$ cat src/hw/rtl/itp_pkg.sv
package itp_pkg;

	// result kinds
	localparam logic [2:0] KIND_CHAR       = 3'd0;
	localparam logic [2:0] KIND_OK         = 3'd1;
	localparam logic [2:0] KIND_INVALID    = 3'd2;
	localparam logic [2:0] KIND_UNBALANCED = 3'd3;
	localparam logic [2:0] KIND_OVERFLOW   = 3'd4;
	localparam logic [2:0] KIND_NONE       = 3'd0;

	// special characters
	localparam logic [7:0] CH_CARET  = 8'h5E;
	localparam logic [7:0] CH_STAR   = 8'h2A;
	localparam logic [7:0] CH_SLASH  = 8'h2F;
	localparam logic [7:0] CH_PCT    = 8'h25;
	localparam logic [7:0] CH_PLUS   = 8'h2B;
	localparam logic [7:0] CH_MINUS  = 8'h2D;
	localparam logic [7:0] CH_LPAREN = 8'h28;
	localparam logic [7:0] CH_RPAREN = 8'h29;

	localparam logic ACT_CHAR = 1'b0;
	localparam logic ACT_END  = 1'b1;

	typedef struct packed {
		logic       action;
		logic [7:0] symbol;
	} in_req_t;

	typedef struct packed {
		logic [7:0] out_symbol;
		logic [2:0] kind;
		logic       last;
	} out_req_t;

	// operator priority, zero for anything that is not an operator
	function automatic logic [1:0] op_rank(input logic [7:0] c);
		logic [1:0] r;
		r = 2'd0;
		if (c == CH_CARET) begin
			r = 2'd3;
		end else if (c == CH_STAR || c == CH_SLASH || c == CH_PCT) begin
			r = 2'd2;
		end else if (c == CH_PLUS || c == CH_MINUS) begin
			r = 2'd1;
		end
		return r;
	endfunction

	function automatic logic is_operand(input logic [7:0] c);
		return (c >= 8'h61 && c <= 8'h7A) || (c >= 8'h41 && c <= 8'h5A) ||
			(c >= 8'h30 && c <= 8'h39);
	endfunction

endpackage

$ cat src/hw/rtl/itp_ram.sv
module itp_ram #(
	parameter int WIDTH = 8,
	parameter int DEPTH = 16
) (
	input  logic                     clk,
	input  logic                     we,
	input  logic [$clog2(DEPTH)-1:0] waddr,
	input  logic [WIDTH-1:0]         wdata,
	input  logic [$clog2(DEPTH)-1:0] raddr,
	output logic [WIDTH-1:0]         rdata
);

	logic [WIDTH-1:0] mem [DEPTH];

	always_ff @(posedge clk) begin
		if (we) begin
			mem[waddr] <= wdata;
		end
		rdata <= mem[raddr];
	end

endmodule

$ cat src/hw/rtl/infix_to_postfix_converter_top.sv
// Infix to postfix converter (shunting yard), one character per request.
//
// Input channel (in_valid/in_ready/in_req): one request is either an
// expression character (action = 0) or the end marker (action = 1).
// Output channel (out_valid/out_ready/out_req): postfix characters
// (kind = 0) and, for an end marker, one status request (kind 1..4).
// last marks the final output request caused by one input request.
//
// Flow: an input request passes the states S_IDLE, S_EXEC and S_FIN, and
// S_EXEC pops the operators off the stack one at a time. The pop loop is one
// read of the stack RAM per cycle while the output is not stalled. The input
// is taken again while the last output still sits in the output register.
// The newest output is held one step in a pending register so that last can
// be set once the pop loop knows it has stopped.
//
// When the receiver stalls, the output register holds and the pop loop
// waits; nothing is dropped. Reset clears the stack count, the paren count,
// the sticky error and all valid flags; the stack RAM needs no clearing.
// After an error, characters are swallowed until the end marker reports it.
module infix_to_postfix_converter_top
	import itp_pkg::*;
#(
	parameter int STACK_DEPTH = 16
) (
	input  logic     clk,
	input  logic     arst_n,
	input  logic     in_valid,
	output logic     in_ready,
	input  in_req_t  in_req,
	output logic     out_valid,
	input  logic     out_ready,
	output out_req_t out_req
);

	localparam int AW = (STACK_DEPTH > 1) ? $clog2(STACK_DEPTH) : 1;
	localparam int CW = $clog2(STACK_DEPTH + 1);

	localparam logic [1:0] S_IDLE = 2'd0;
	localparam logic [1:0] S_EXEC = 2'd1;
	localparam logic [1:0] S_FIN  = 2'd2;

	logic [1:0]    state_q;
	logic          act_q;
	logic [7:0]    sym_q;
	logic [CW-1:0] sp_q;
	logic [CW-1:0] paren_q;
	logic [2:0]    err_q;

	// output register and the pending request behind it
	out_req_t   o_q;
	logic       o_valid_q;
	logic [7:0] p_sym_q;
	logic [2:0] p_kind_q;
	logic       p_valid_q;

	logic [7:0]    top;
	logic [AW-1:0] rd_addr;
	logic          top_valid;
	logic          o_free;
	logic          want_pop;
	logic          pop_now;
	logic          push_req;
	logic          push_now;
	logic          emit_now;
	logic          full;
	logic [1:0]    sym_r;
	logic [1:0]    top_r;
	logic [2:0]    status;
	logic [CW-1:0] rd_sel;

	assign in_ready  = (state_q == S_IDLE);
	assign out_valid = o_valid_q;
	assign out_req   = o_q;

	assign top_valid = (sp_q != '0);
	assign full      = (sp_q >= CW'(STACK_DEPTH));
	assign o_free    = !o_valid_q || out_ready;
	assign sym_r     = op_rank(sym_q);
	assign top_r     = op_rank(top);

	always_comb begin
		want_pop = 1'b0;
		if (act_q == ACT_END) begin
			want_pop = (err_q == KIND_NONE) && (paren_q == '0) && top_valid;
		end else if (err_q == KIND_NONE) begin
			if (sym_q == CH_RPAREN) begin
				want_pop = top_valid && (top != CH_LPAREN);
			end else if (sym_r != 2'd0) begin
				want_pop = top_valid && (top_r != 2'd0) &&
					((top_r > sym_r) || (top_r == sym_r && sym_q != CH_CARET));
			end
		end
	end

	assign push_req = (act_q == ACT_CHAR) && (err_q == KIND_NONE) && !want_pop &&
		((sym_q == CH_LPAREN) || (sym_r != 2'd0));
	assign push_now = (state_q == S_EXEC) && push_req && !full;
	assign pop_now  = (state_q == S_EXEC) && want_pop && o_free;

	// cycles in which a new request moves into the pending register
	assign emit_now = (state_q == S_EXEC) && o_free &&
		(want_pop || (act_q == ACT_END) || ((err_q == KIND_NONE) && is_operand(sym_q)));

	// read the new top right behind a pop so it is ready next cycle
	assign rd_sel  = pop_now ? (sp_q - CW'(2)) : (sp_q - CW'(1));
	assign rd_addr = rd_sel[AW-1:0];

	always_comb begin
		if (err_q != KIND_NONE) begin
			status = err_q;
		end else if (paren_q != '0) begin
			status = KIND_UNBALANCED;
		end else begin
			status = KIND_OK;
		end
	end

	itp_ram #(
		.WIDTH(8),
		.DEPTH(STACK_DEPTH)
	) u_stack (
		.clk  (clk),
		.we   (push_now),
		.waddr(sp_q[AW-1:0]),
		.wdata(sym_q),
		.raddr(rd_addr),
		.rdata(top)
	);

	always_ff @(posedge clk or negedge arst_n) begin
		if (!arst_n) begin
			state_q   <= S_IDLE;
			sp_q      <= '0;
			paren_q   <= '0;
			err_q     <= KIND_NONE;
			o_valid_q <= 1'b0;
			p_valid_q <= 1'b0;
			p_kind_q  <= KIND_CHAR;
		end else begin
			if (out_ready) begin
				o_valid_q <= 1'b0;
			end
			case (state_q)
				S_IDLE: begin
					if (in_valid) begin
						state_q <= S_EXEC;
					end
				end
				S_EXEC: begin
					if (want_pop) begin
						if (o_free) begin
							o_valid_q <= p_valid_q;
							p_valid_q <= 1'b1;
							p_kind_q  <= KIND_CHAR;
							sp_q      <= sp_q - CW'(1);
						end
					end else if (act_q == ACT_END) begin
						if (o_free) begin
							o_valid_q <= p_valid_q;
							p_valid_q <= 1'b1;
							p_kind_q  <= status;
							sp_q      <= '0;
							paren_q   <= '0;
							err_q     <= KIND_NONE;
							state_q   <= S_FIN;
						end
					end else if (err_q != KIND_NONE) begin
						state_q <= S_FIN;
					end else if (is_operand(sym_q)) begin
						if (o_free) begin
							o_valid_q <= p_valid_q;
							p_valid_q <= 1'b1;
							p_kind_q  <= KIND_CHAR;
							state_q   <= S_FIN;
						end
					end else if (sym_q == CH_RPAREN) begin
						if (top_valid) begin
							sp_q <= sp_q - CW'(1);
							if (paren_q != '0) begin
								paren_q <= paren_q - CW'(1);
							end
						end else begin
							err_q <= KIND_UNBALANCED;
						end
						state_q <= S_FIN;
					end else if (push_req) begin
						if (full) begin
							err_q <= KIND_OVERFLOW;
						end else begin
							sp_q <= sp_q + CW'(1);
							if (sym_q == CH_LPAREN) begin
								paren_q <= paren_q + CW'(1);
							end
						end
						state_q <= S_FIN;
					end else begin
						err_q   <= KIND_INVALID;
						state_q <= S_FIN;
					end
				end
				S_FIN: begin
					if (p_valid_q) begin
						if (o_free) begin
							o_valid_q <= 1'b1;
							p_valid_q <= 1'b0;
							state_q   <= S_IDLE;
						end
					end else begin
						state_q <= S_IDLE;
					end
				end
				default: begin
					state_q <= S_IDLE;
				end
			endcase
		end
	end

	// payload registers
	always_ff @(posedge clk) begin
		if (in_valid && in_ready) begin
			act_q <= in_req.action;
			sym_q <= in_req.symbol;
		end
		case (state_q)
			S_EXEC: begin
				if (emit_now) begin
					o_q.out_symbol <= p_sym_q;
					o_q.kind       <= p_kind_q;
					o_q.last       <= 1'b0;
					if (want_pop) begin
						p_sym_q <= top;
					end else if (act_q == ACT_END) begin
						p_sym_q <= 8'd0;
					end else begin
						p_sym_q <= sym_q;
					end
				end
			end
			S_FIN: begin
				if (o_free && p_valid_q) begin
					o_q.out_symbol <= p_sym_q;
					o_q.kind       <= p_kind_q;
					o_q.last       <= 1'b1;
				end
			end
			default: begin
			end
		endcase
	end

endmodule
$ cat config.mk
export PLATFORM = sky130hd
export DESIGN_NAME = infix_to_postfix_converter_top
export DESIGN_NICKNAME = d
export VERILOG_FILES = /design/src/hw/rtl/itp_pkg.sv /design/src/hw/rtl/itp_ram.sv /design/src/hw/rtl/infix_to_postfix_converter_top.sv
export SDC_FILE = /design/constraint.sdc
export NUM_CORES = 1
export LEC_CHECK = 0
export ABC_AREA = 0
export BUFFER_PORTS_ARGS = -buffer_cell sky130_fd_sc_hd__clkbuf_2
export CORE_MARGIN = 1.5
export CORE_UTILIZATION = 41
export CTS_CLUSTER_DIAMETER = 60
export DETAILED_ROUTE_END_ITERATION = 8
export PLACE_DENSITY_LB_ADDON = 0.2
export SETUP_SLACK_MARGIN = 0.1
export SYNTH_ARGS = -nofsm -noshare
export SYNTH_HDL_FRONTEND = slang
export SYNTH_SLANG_ARGS = --single-unit
$ cat constraint.sdc
create_clock -name clk -period 5.2 [get_ports clk]
set_input_delay 0.78 -clock clk [delete_from_list [all_inputs] [get_ports clk]]
set_output_delay 0.78 -clock clk [all_outputs]
set_load 0.05 [all_outputs]
==> run_summary.xml <==
<?xml version="1.0" encoding="UTF-8"?>
<metrics>
  <group name="drt">
    <metric name="met2_wirelength" unit="um">14100</metric>
    <metric name="met3WireLength" unit="um">2530</metric>
    <metric name="wirelength" unit="um">30700</metric>
    <metric name="drc_viols" unit="">0</metric>
    <metric name="route.vias.total" unit="">7731</metric>
    <metric name="detail_route.vias_per_cell" unit="">6.22</metric>
    <metric name="ant_nets" unit="">0</metric>
    <metric name="top_layer_used" unit="">met4</metric>
    <metric name="drt-initial-drc-count" unit="">945</metric>
    <metric name="wl_per_cell" unit="um">24.7</metric>
    <metric name="m1WireLength" unit="um">13000</metric>
    <metric name="first_pass_iters" unit="">6</metric>
  </group>
  <group name="floorplanning">
    <metric name="core.rowCount" unit="">56</metric>
    <metric name="placeableCoreArea" unit="um^2">23400</metric>
    <metric name="design.die.area" unit="um^2">24700</metric>
    <metric name="die_h" unit="um">157</metric>
    <metric name="effective_utilization_at_floorplan" unit="%">41.6</metric>
    <metric name="floorplan.io_pins" unit="">27</metric>
    <metric name="die_x" unit="um">157</metric>
  </group>
  <group name="timing">
    <metric name="setup_total_negative_slack" unit="ns">0</metric>
    <metric name="fraction_of_the_cycle_the_final_worst_path_needs" unit="%">92.6</metric>
    <metric name="tightest_slew" unit="ns">1.08</metric>
    <metric name="fin_worst_skew" unit="ns">0.0160</metric>
    <metric name="fmax" unit="MHz">208</metric>
    <metric name="final-max-slew-violation-count" unit="">0</metric>
    <metric name="final-setup-viol-count" unit="">0</metric>
    <metric name="max_slew_margin" unit="%">27.9</metric>
    <metric name="finalCriticalPeriod" unit="ns">4.81</metric>
    <metric name="final_hold_fails" unit="">0</metric>
    <metric name="rsz_0062_raised_after_global_routing" unit="">no</metric>
  </group>
  <group name="clock_tree">
    <metric name="clock_latency_of_the_later_clocked_register_in_the_worst_skew_pair" unit="ns">0.45</metric>
    <metric name="ctsHoldBuffers" unit="">0</metric>
    <metric name="tritoncts" unit="">yes</metric>
    <metric name="cts_max_level" unit="">4</metric>
    <metric name="number_of_buffers_created_by_cts" unit="">17</metric>
    <metric name="path_clk_slew" unit="ns">0.08</metric>
    <metric name="cts_repair_resized_insts" unit="">0</metric>
    <metric name="sinks_on_the_clock_net" unit="">185</metric>
    <metric name="clock_tree.root_cell" unit="">sky130_fd_sc_hd__clkbuf_16</metric>
    <metric name="cts_buffer_depth" unit="">2</metric>
    <metric name="post-cts-setup-buffer-count" unit="">0</metric>
  </group>
  <group name="critical_path">
    <metric name="setup.worst_path.end" unit="">u_stack.rdata[7]</metric>
    <metric name="critical_path.endpoint_type" unit="">flop</metric>
    <metric name="critical_path.startpoint_type" unit="">flop</metric>
    <metric name="worstPathRequired" unit="ns">5.55</metric>
    <metric name="timing.rr.end" unit="">u_stack.rdata[7]</metric>
    <metric name="crit-reg2reg-launch" unit="">sym_q[7]</metric>
    <metric name="critPathLaunch" unit="">sym_q[7]</metric>
    <metric name="crit_type" unit="">flop to flop</metric>
    <metric name="r2r.worst_path.cells" unit="">12</metric>
    <metric name="path_max_fanout" unit="">24</metric>
    <metric name="rrSetupSlack" unit="ns">0.39</metric>
    <metric name="worst_ep_arrival_time" unit="ns">5.16</metric>
  </group>
  <group name="cells_and_area">
    <metric name="fin_nets" unit="">939</metric>
    <metric name="drive_above_1_share" unit="%">14.2</metric>
    <metric name="layout_cells_excl_fill" unit="">1242</metric>
    <metric name="flow.area_growth_from_synthesis" unit="%">11.8</metric>
    <metric name="num_antenna_cells" unit="">0</metric>
  </group>
  <group name="logic_synthesis">
    <metric name="yosys_register_bits" unit="">185</metric>
    <metric name="ys_seq_area_share" unit="%">55.2</metric>
    <metric name="yosys_warning_count" unit="">0</metric>
    <metric name="yosysTopAreaCellShare" unit="%">48.4</metric>
    <metric name="mappedNetlistArea" unit="um^2">9740</metric>
    <metric name="synth_enable_flop_cells" unit="">157</metric>
    <metric name="syn_inst" unit="">880</metric>
    <metric name="synth_top_cells_by_area" unit="">sky130_fd_sc_hd__edfxtp_1 48%, sky130_fd_sc_hd__dfrtp_1 5.1%, sky130_fd_sc_hd__nor2_1 3.5%, sky130_fd_sc_hd__nand2_1 3.2%, sky130_fd_sc_hd__nor3_1 2.6%</metric>
    <metric name="synthMostInstantiatedCell" unit="">sky130_fd_sc_hd__edfxtp_1</metric>
    <metric name="synth_cell_types" unit="">84</metric>
    <metric name="cell_type_with_the_largest_total_area_after_synthesis" unit="">sky130_fd_sc_hd__edfxtp_1</metric>
    <metric name="synth-async-reset-ratio" unit="%">10.8</metric>
    <metric name="postSynth.topFlopCell" unit="">sky130_fd_sc_hd__edfxtp_1</metric>
    <metric name="syn_nets" unit="">909</metric>
    <metric name="syn_avg_cell_area" unit="um^2">11.1</metric>
    <metric name="netlist_top_cells_count" unit="">157 x sky130_fd_sc_hd__edfxtp_1, 90 x sky130_fd_sc_hd__nor2_1, 83 x sky130_fd_sc_hd__nand2_1, 50 x sky130_fd_sc_hd__nor3_1</metric>
  </group>
  <group name="pwr">
    <metric name="design_internal_power" unit="mW">3.61</metric>
    <metric name="netSwitchingPower" unit="mW">2.92</metric>
    <metric name="power.ir.vdd_worst" unit="mV">0.228</metric>
    <metric name="power_frac_clock" unit="%">20.7</metric>
    <metric name="power.static_leakage" unit="nW">3.76</metric>
    <metric name="pwr_density_cell" unit="nW/um^2">600</metric>
    <metric name="combinationalPowerShare" unit="%">47.6</metric>
    <metric name="power.share.sequential" unit="%">31.7</metric>
    <metric name="netSwitchingFraction" unit="%">44.8</metric>
  </group>
  <group name="place">
    <metric name="dp_hpwl" unit="um">21100</metric>
    <metric name="dpl.cell_count" unit="">1210</metric>
    <metric name="io_buffer_count" unit="">26</metric>
    <metric name="routabilityCongestion" unit="">0.973</metric>
  </group>
  <group name="grt">
    <metric name="grt_overflow_total" unit="">0</metric>
    <metric name="grt_start_max_net_pins" unit="">95</metric>
    <metric name="antenna_found_initial" unit="">0</metric>
    <metric name="globalRouteTotalUtil" unit="%">25.7</metric>
    <metric name="grt_pass1_vias" unit="">7270</metric>
    <metric name="grt_pass1_wl" unit="um">45800</metric>
  </group>
  <group name="hold_path">
    <metric name="min-delay-path-class" unit="">primary input to asynchronous set/reset pin</metric>
  </group>
  <group name="status">
    <metric name="run_status" unit="">completed</metric>
  </group>
  <group name="flow_run">
    <metric name="maxCapViolations" unit="">0</metric>
  </group>
</metrics>
-- cell families (layout without fill, tap and decap cells) --
group / after synthesis / in the layout / share of synthesized area, %
flops: 185 / 185 / 55.2
simple gates: 331 / 331 / 16.8
buf+inv: 71 / 114 / 3.43
xor+xnor: 8 / 8 / 0.720
fa+ha+maj: 16 / 16 / 2.13
mux: 29 / 29 / 3.05
compound gates: 240 / 240 / 18.7
-- flip-flops by register name, summed over array words and instances, names as in the netlist, named ones only --
register / cells
paren_q: 5
sp_q: 5
u_stack.rdata: 8
p_sym_q: 8
out_req: 12
p_kind_q: 3
sym_q: 8
act_q: 1
out_valid: 1
u_stack.mem: 128
state_q: 2
err_q: 3
-- layout make-up --
class	count	area (um^2)
Sequential cell	185	5380
Multi-Input combinational cell	624	4030
Inverter	16	60.1
Clock inverter	13	158
Timing Repair Buffer	66	430
Clock buffer	19	433
Fill cell	2207	12500
Tap cell	319	399
-- routing by layer --
layer,global-route usage (%),vias to the layer above
met5,0,-
met4,10.6,0
met3,4.46,69
met2,40.2,393
met1,35.3,3780
li1,-,3489
-- per-stage QoR --
step	setup slack (ns)	instance area, um^2	power (mW)	hold slack [ns]	util [%]
after floorplan	1.26	9740	4.22	0.400	-
after detailed placement	0.477	10300	5.13	0.406	44.0
after global placement	0.539	10300	5.13	0.401	44.0
after global routing	0.166	10900	6.83	0.353	46.5
final	0.386	10900	6.53	0.302	46.5
after CTS	0.473	10900	6.47	0.315	46.5
-- critical path: stages, from the launching register on --
cell and delay [ns]:
sky130_fd_sc_hd__edfxtp_1 0.77, sky130_fd_sc_hd__nor4b_4 0.52, sky130_fd_sc_hd__nor2b_1 0.41, sky130_fd_sc_hd__nor2_1 0.10, sky130_fd_sc_hd__ha_1 0.33, sky130_fd_sc_hd__a311oi_1 0.50, sky130_fd_sc_hd__o211ai_4 0.26, sky130_fd_sc_hd__a21oi_4 0.34
sky130_fd_sc_hd__buf_4 0.33, sky130_fd_sc_hd__nor4_1 0.09, sky130_fd_sc_hd__nor4_1 0.60, sky130_fd_sc_hd__o2111ai_1 0.27, sky130_fd_sc_hd__o32ai_2 0.17
-- how the worst min path moves through the flow --
| stage | end | slack (ns) | depth (start not counted) |
|---|---|---|---|
| 2_1_floorplan | out_req[10] | 0.40 | 0 |
| 3_3_place_gp | out_req[10] | 0.40 | 0 |
| 3_5_place_dp | out_req[7] | 0.41 | 0 |
| 4_1_cts | paren_q[3] | 0.31 | 1 |
| 5_1_grt | paren_q[2] | 0.35 | 1 |
| 6_report | paren_q[3] | 0.30 | 1 |
-- power groups by stage --
stage	Clock [mW]	Sequential, mW	Combinational [mW]
2_1_floorplan	0	2.18	2.04
3_3_place_gp	0	2.10	3.04
3_5_place_dp	0	2.10	3.03
4_1_cts	1.36	2.06	3.04
5_1_grt	1.41	2.10	3.32
6_report	1.35	2.07	3.11
-- cell usage in the layout (no fill, tap or decap), types with 5 or more instances in the layout --
| cell | n |
|---|---|
| sky130_fd_sc_hd__a221oi_1 | 8 |
| sky130_fd_sc_hd__o211ai_1 | 13 |
| sky130_fd_sc_hd__o22a_1 | 11 |
| sky130_fd_sc_hd__nor3_1 | 50 |
| sky130_fd_sc_hd__ha_1 | 15 |
| sky130_fd_sc_hd__clkbuf_16 | 17 |
| sky130_fd_sc_hd__a211oi_1 | 7 |
| sky130_fd_sc_hd__xnor2_1 | 5 |
| sky130_fd_sc_hd__nand2b_1 | 10 |
| sky130_fd_sc_hd__a21boi_0 | 8 |
| sky130_fd_sc_hd__or3_1 | 14 |
| sky130_fd_sc_hd__nor2_1 | 90 |
| sky130_fd_sc_hd__edfxtp_1 | 157 |
| sky130_fd_sc_hd__o22ai_1 | 27 |
| sky130_fd_sc_hd__dfrtp_1 | 19 |
| sky130_fd_sc_hd__mux2i_1 | 24 |
| sky130_fd_sc_hd__o221ai_1 | 14 |
| sky130_fd_sc_hd__clkbuf_2 | 26 |
| sky130_fd_sc_hd__nand2_1 | 83 |
| sky130_fd_sc_hd__inv_1 | 16 |
| sky130_fd_sc_hd__nand3_1 | 23 |
| sky130_fd_sc_hd__o21ai_1 | 5 |
| sky130_fd_sc_hd__a21oi_1 | 32 |
| sky130_fd_sc_hd__buf_4 | 40 |
| sky130_fd_sc_hd__inv_6 | 5 |
| sky130_fd_sc_hd__o31ai_1 | 13 |
| sky130_fd_sc_hd__nor4_1 | 14 |
| sky130_fd_sc_hd__a22oi_1 | 5 |
| sky130_fd_sc_hd__nor2b_1 | 9 |
| sky130_fd_sc_hd__dfxtp_1 | 8 |
| sky130_fd_sc_hd__o2111ai_1 | 9 |
| sky130_fd_sc_hd__mux2_2 | 5 |
| sky130_fd_sc_hd__o21ai_0 | 32 |
Power figures use the tool's default switching activity.
